<file path="src/rtl/pcs_pkg.sv">
// Shared constants, types and state codes of the percentile contrast stretch.
`default_nettype none
package pcs_pkg;

  localparam int unsigned BINS       = 256;
  localparam int unsigned BIN_W      = 8;
  localparam int unsigned CNT_W      = 21;
  localparam int unsigned MAX_PIXELS = 1048576;
  localparam int unsigned PCT_W      = 11;
  localparam int unsigned LIM_W      = 33;
  localparam int unsigned NUM_W      = 24;
  localparam int unsigned DEN_W      = 13;
  localparam int unsigned Q_W        = 8;

  localparam logic [PCT_W-1:0] PCT_RESET = 11'd16;

  // register indexes (decoded from paddr[2])
  localparam logic REG_LOW_PCT  = 1'b0;
  localparam logic REG_HIGH_PCT = 1'b1;

  localparam logic CMD_ACCUM = 1'b0;
  localparam logic CMD_MAP   = 1'b1;

  localparam logic KIND_PIXEL  = 1'b0;
  localparam logic KIND_LEVELS = 1'b1;

  typedef enum logic [7:0] {
    S_IDLE   = 8'b0000_0001,
    S_ACC_WR = 8'b0000_0010,
    S_MUL    = 8'b0000_0100,
    S_LOW    = 8'b0000_1000,
    S_HIGH   = 8'b0001_0000,
    S_CLEAR  = 8'b0010_0000,
    S_DIV    = 8'b0100_0000,
    S_DONE   = 8'b1000_0000
  } state_e;

  typedef struct packed {
    logic             start;
    logic [NUM_W-1:0] num_mag;
    logic [DEN_W-1:0] den_mag;
  } div_req_t;

  typedef struct packed {
    logic           done;
    logic [Q_W-1:0] quot;
  } div_rsp_t;

endpackage
`default_nettype wire

</file>
<file path="src/rtl/pcs_div.sv">
// Restoring divider: saturating 8-bit quotient of two magnitudes, one bit a cycle.
`default_nettype none
module pcs_div (
  input  logic              clk_i,
  input  logic              rst_ni,
  input  pcs_pkg::div_req_t req_i,
  output pcs_pkg::div_rsp_t rsp_o
);
  localparam int unsigned SH_W = pcs_pkg::DEN_W + pcs_pkg::Q_W;

  logic [pcs_pkg::NUM_W-1:0] rem_q, rem_d;
  logic [pcs_pkg::NUM_W-1:0] dsh_q, dsh_d;
  logic [pcs_pkg::Q_W-1:0]   quot_q, quot_d;
  logic [3:0]                cnt_q, cnt_d;
  logic                      busy_q, busy_d;
  logic                      sat_q, sat_d;
  logic                      done_q, done_d;
  logic [SH_W-1:0]           dfull;
  logic                      ge;

  assign dfull = {req_i.den_mag, {pcs_pkg::Q_W{1'b0}}};
  assign ge    = rem_q >= dsh_q;

  always_comb begin
    rem_d  = rem_q;
    dsh_d  = dsh_q;
    quot_d = quot_q;
    cnt_d  = cnt_q;
    busy_d = busy_q;
    sat_d  = sat_q;
    done_d = 1'b0;
    if (req_i.start) begin
      rem_d  = req_i.num_mag;
      // first trial divisor is the divisor times 128
      dsh_d  = pcs_pkg::NUM_W'({req_i.den_mag, {(pcs_pkg::Q_W-1){1'b0}}});
      quot_d = '0;
      cnt_d  = 4'(pcs_pkg::Q_W);
      busy_d = 1'b1;
      sat_d  = pcs_pkg::NUM_W'(dfull) <= req_i.num_mag;
    end else if (busy_q) begin
      if (ge) begin
        rem_d = rem_q - dsh_q;
      end
      quot_d = {quot_q[pcs_pkg::Q_W-2:0], ge};
      dsh_d  = dsh_q >> 1;
      cnt_d  = cnt_q - 4'd1;
      if (cnt_q == 4'd1) begin
        busy_d = 1'b0;
        done_d = 1'b1;
      end
    end
  end

  always_ff @(posedge clk_i or negedge rst_ni) begin
    if (!rst_ni) begin
      busy_q <= 1'b0;
      done_q <= 1'b0;
      cnt_q  <= '0;
    end else begin
      busy_q <= busy_d;
      done_q <= done_d;
      cnt_q  <= cnt_d;
    end
  end

  always_ff @(posedge clk_i) begin
    rem_q  <= rem_d;
    dsh_q  <= dsh_d;
    quot_q <= quot_d;
    sat_q  <= sat_d;
  end

  assign rsp_o.done = done_q;
  assign rsp_o.quot = sat_q ? {pcs_pkg::Q_W{1'b1}} : quot_q;
endmodule
`default_nettype wire

</file>
<file path="config.mk">
export PLATFORM = sky130hd
export DESIGN_NAME = pcs_div
export DESIGN_NICKNAME = d
export VERILOG_FILES = /design/src/rtl/pcs_pkg.sv /design/src/rtl/pcs_div.sv
export SDC_FILE = /design/constraint.sdc
export NUM_CORES = 1
export LEC_CHECK = 0
export BUFFER_PORTS_ARGS = -buffer_cell sky130_fd_sc_hd__buf_2
export CAP_MARGIN = 5
export CORE_AREA = 4 4 89 91
export DETAILED_ROUTE_END_ITERATION = 10
export DIE_AREA = 0 0 93 95
export PLACE_DENSITY = 0.79
export SYNTH_ARGS = -nofsm -noshare
export SYNTH_HDL_FRONTEND = slang
export SYNTH_SLANG_ARGS = --single-unit
</file>
<file path="constraint.sdc">
create_clock -name clk_i -period 3.4 [get_ports clk_i]
set_input_delay 0.68 -clock clk_i [delete_from_list [all_inputs] [get_ports clk_i]]
set_output_delay 0.68 -clock clk_i [all_outputs]
set_load 0.02 [all_outputs]
</file>
==> results.rst <==
.. list-table::
   :header-rows: 1

   * - Metric
     - Value
   * - Outcome
     - complete, no violations
   * - Register area share after synthesis
     - 38.6%
   * - Wire length of the first global-routing pass
     - ~15000 um
   * - Core occupancy in the finished layout
     - 64.6%
   * - Maximum VDD drop
     - slightly below 300 uV
   * - R2R Path Start
     - rem_q[0]$_DFFE_PP_
   * - Initial core utilization
     - 57.7%
   * - Vias in the first global route
     - 3193
   * - Port Buffer Count
     - 48
   * - Number of diodes
     - 0
   * - DRC violations left
     - 0
   * - Drt via density
     - 5.63
   * - Maximum capacitance violations
     - 0
   * - Kind of end point of the critical path
     - flop
   * - Hold Buf Count CTS
     - 0
   * - HPWL after DPL
     - 6720 um
   * - Setup crit start kind
     - flop
   * - Total wire length
     - ~8900 um
   * - Maximum clock skew at final layout
     - 0.00963 ns
   * - Uppermost layer routed
     - met4
   * - Post-Synth Simple-Gate Area
     - 17.6%
   * - Post-synthesis to final-layout area growth
     - 11.8%
   * - Instance count of the mapped netlist
     - between 400 and 500
   * - Number of nets in the synthesized netlist
     - ~530
   * - Total leakage power
     - 2.13 nW
   * - Adder-cell share of the synthesized area
     - 11.1%
   * - Worst Tran Pin Value
     - about 1.1 ns
   * - Sink count of the clock tree
     - 59
   * - Worst Path Required
     - 3.49 ns
   * - Fraction of final layout cells sized beyond drive strength 1
     - 17.9%
   * - Proportion of synthesized flip-flops having asynchronous set or reset
     - about a tenth
   * - Combinational family with the most area after synthesis
     - simple AND/OR/NAND/NOR gates
   * - Depth of the CTS H-tree
     - 3
   * - I/O pin count
     - 49
   * - Number of flip-flops and latches in the synthesized netlist
     - 59
   * - Footprint of the multi-input gates
     - 2260 um^2
   * - Post-route clock period utilization
     - 83.7%
   * - Final max-slew violation count
     - 0
   * - Terminus of the critical flop-to-flop path
     - rem_q[11]$_DFFE_PP_
   * - Number of nets in the layout
     - 568
   * - Number of hold violations in the final report
     - 0
   * - TritonCTS clock tree
     - built
   * - Post-synthesis compound-gate area fraction
     - 17.0%
   * - Register-to-Register Path Depth
     - 12
   * - RSZ-0062 raised after global routing
     - no
   * - Count of warnings emitted by yosys
     - 0
   * - Synthesized area per cell
     - 9.16 um^2
   * - Post-synthesis cell type with the largest combined area
     - sky130_fd_sc_hd__edfxtp_1
   * - Reg clk slew, reported paths
     - 0.08 ns
   * - DR pass1 iterations
     - 4
   * - Wire length on met2
     - ~4100 um
   * - Final WS setup
     - 0.555 ns
   * - Total setup violations reported at the end of the flow
     - 0
   * - Maximum clock insertion buffer count
     - 2
   * - Worst min path class
     - in -> async
   * - RD Place Congestion
     - 0.883
   * - Final-layout fill cell count
     - 624
   * - Achievable frequency
     - 351 MHz
   * - Critical path fanouts, max
     - 14
   * - Max_slew headroom
     - 30.0%
   * - Area fraction of the dominant cell type after synthesis
     - 27.7%
   * - GRT Util Overall
     - 21.7%
   * - Die height
     - 95 um
   * - Post-synthesis xor/xnor area fraction
     - 4.46%
   * - Horizontal die dimension
     - 93 um
   * - Maximum number of pins on one net before global-route repair
     - 65
   * - Post-CTS repair timing setup buffer count
     - 0
   * - Aggregate global routing overflow
     - 0
   * - Total standard cell area after synthesis
     - slightly above 4000 um^2
   * - Sum of negative setup slack
     - 0 ns
   * - Total die area
     - around 8800 um^2
   * - Met3 Routed Length
     - 512 um
   * - Post-synth top flop
     - sky130_fd_sc_hd__edfxtp_1
   * - Worst path arrival time
     - between 2 and 3 ns
   * - Largest cells by area after synthesis
     - sky130_fd_sc_hd__edfxtp_1, sky130_fd_sc_hd__ha_1, sky130_fd_sc_hd__dfxtp_1
   * - Placeable core region
     - 7140 um^2
   * - Mux cell area share after synthesis
     - 4.71%
   * - Iter 0 DRT Violations
     - roughly 180
   * - Final critical path time including I/O delays and setup
     - between 2 and 3 ns
   * - Sequential cell area
     - roughly 1600 um^2
   * - Skew-Pair Late Insertion Delay
     - 0.35 ns
   * - Number of enable flip-flop cells after synthesis
     - 38
   * - Clock root cell
     - sky130_fd_sc_hd__clkbuf_8
   * - Kind of critical path
     - reg -> reg
   * - Top cells by count, synth
     - sky130_fd_sc_hd__nand2_1, sky130_fd_sc_hd__edfxtp_1, sky130_fd_sc_hd__inv_1, sky130_fd_sc_hd__o21ai_0, sky130_fd_sc_hd__ha_1
   * - Number of unique standard cell types used by synthesis
     - 61
   * - P per Cell Area
     - 797 nW/um^2
   * - Total vias in the final route
     - 3353
   * - Most frequently used cell type in the post-synthesis netlist
     - sky130_fd_sc_hd__nand2_1
   * - Quantity of gates resized following cts
     - 0
   * - Number of rows in the core area
     - 31
   * - Register-to-register path setup slack
     - 0.55 ns
   * - DRT antenna net count
     - 0
   * - Worst setup slack after placement
     - around 0.56 ns
   * - Cts bufs inserted
     - 9
   * - Wl on met1
     - 3980 um
   * - Average wire per cell in the routed design
     - 14.9 um
   * - Antenna violations before repair
     - 0
## metrics by stage
| stage | hold WS (ns) | cells | instance area [um^2] | power, mW |
|---|---|---|---|---|
| 4_1_cts | 0.126 | 596 | 4610 | 3.67 |
| 2_1_floorplan | 0.384 | 450 | 4120 | 2.60 |
| 3_3_place_gp | 0.467 | 580 | 4390 | 2.90 |
| 5_1_grt | 0.132 | 596 | 4610 | 3.97 |
| 3_5_place_dp | 0.485 | 580 | 4390 | 2.95 |
| 6_report | 0.142 | 596 | 4610 | 3.67 |
## metal layers
metal / GRT usage, % / vias to the layer above
met5: 0 / -
met4: 11.2 / 0
met3: 5.18 / 28
met2: 35.9 / 92
met1: 26.4 / 1547
li1: - / 1686
## flip-flops by register name, indices dropped and copies added, names as in the netlist
name and flops:
cnt_q 4, rem_q 24, quot_q 8, dsh_q 20, sat_q 1, done_q 1, busy_q 1
## worst max-delay path: stages (launching register included)
cell	delay (ns)
sky130_fd_sc_hd__edfxtp_1	0.36
sky130_fd_sc_hd__inv_1	0.06
sky130_fd_sc_hd__ha_1	0.16
sky130_fd_sc_hd__inv_1	0.05
sky130_fd_sc_hd__fa_1	0.39
sky130_fd_sc_hd__a21o_1	0.19
sky130_fd_sc_hd__a221oi_2	0.42
sky130_fd_sc_hd__nand3_1	0.12
sky130_fd_sc_hd__a21oi_1	0.16
sky130_fd_sc_hd__nor2_1	0.06
sky130_fd_sc_hd__o41ai_2	0.27
sky130_fd_sc_hd__nand2b_1	0.12
sky130_fd_sc_hd__buf_4	0.21
## kinds of logic (layout without fill, tap and decap cells)
logic type               count (synthesis)  count (layout)
buffers and inverters                   58             105
XOR/XNOR                                21              21
AO/OA/AOI/OAI                          107             107
flip-flops                              59              59
AND/OR/NAND/NOR                        150             150
multiplexers                            19              19
adder cells (fa/ha/maj)                 36              36
## cells in the final DEF (no fill, tap or decap), types with 2 or more instances in the layout
master,Yosys,final
sky130_fd_sc_hd__nand2_1,56,56
sky130_fd_sc_hd__buf_2,1,48
sky130_fd_sc_hd__edfxtp_1,38,38
sky130_fd_sc_hd__inv_1,36,36
sky130_fd_sc_hd__o21ai_0,36,36
sky130_fd_sc_hd__ha_1,35,35
sky130_fd_sc_hd__nor2_1,33,33
sky130_fd_sc_hd__a21oi_1,22,22
sky130_fd_sc_hd__mux2i_1,16,16
sky130_fd_sc_hd__dfxtp_1,15,15
sky130_fd_sc_hd__a21o_1,11,11
sky130_fd_sc_hd__xnor2_1,11,11
sky130_fd_sc_hd__nand3_1,10,10
sky130_fd_sc_hd__xor2_1,10,10
sky130_fd_sc_hd__or2_2,9,9
sky130_fd_sc_hd__clkbuf_8,2,9
sky130_fd_sc_hd__nor2b_1,6,6
sky130_fd_sc_hd__nor3_1,6,6
sky130_fd_sc_hd__nand4_1,6,6
sky130_fd_sc_hd__dfrtp_1,6,6
sky130_fd_sc_hd__and3_1,5,5
sky130_fd_sc_hd__o21a_1,5,5
sky130_fd_sc_hd__buf_4,1,5
sky130_fd_sc_hd__and2_1,4,4
sky130_fd_sc_hd__a31oi_1,4,4
sky130_fd_sc_hd__o211ai_1,4,4
sky130_fd_sc_hd__nand2b_1,4,4
sky130_fd_sc_hd__or4_1,3,3
sky130_fd_sc_hd__mux2_2,3,3
sky130_fd_sc_hd__a22o_1,2,2
sky130_fd_sc_hd__a21o_2,2,2
sky130_fd_sc_hd__a211oi_2,2,2
sky130_fd_sc_hd__o21ai_1,2,2
sky130_fd_sc_hd__nor3b_1,2,2
sky130_fd_sc_hd__a2111oi_0,2,2
sky130_fd_sc_hd__nor4b_1,2,2
sky130_fd_sc_hd__inv_4,0,2
sky130_fd_sc_hd__clkinv_4,0,2
## where the power goes
part | total, mW | switching [mW] | internal [mW]
clock network | 0.699 | 0.311 | 0.389
registers | 1.14 | 0.119 | 1.02
logic | 1.83 | 1.06 | 0.766
## area by class of cell
| type | count | area share, % |
|---|---|---|
| clock inverters | 6 | 1.49 |
| flip-flops and latches | 59 | 34.5 |
| multi-input cells | 333 | 49.1 |
| clock buffers | 10 | 3.23 |
| well taps | 99 | 2.69 |
| repair buffers | 53 | 6.03 |
| inverters | 36 | 2.93 |
## worst max path at each step
stage	depth (start not counted)	end	startpoint
floorplan	11	rem_q[0]$_DFFE_PP_	rem_q[0]$_DFFE_PP_
CTS	12	rem_q[11]$_DFFE_PP_	rem_q[0]$_DFFE_PP_
global route	12	rem_q[11]$_DFFE_PP_	rem_q[0]$_DFFE_PP_
finish	12	rem_q[11]$_DFFE_PP_	rem_q[0]$_DFFE_PP_
global placement	12	rem_q[12]$_DFFE_PP_	rem_q[0]$_DFFE_PP_
detailed placement	12	rem_q[10]$_DFFE_PP_	rem_q[0]$_DFFE_PP_
No activity file was read; power rests on OpenSTA's default activity.
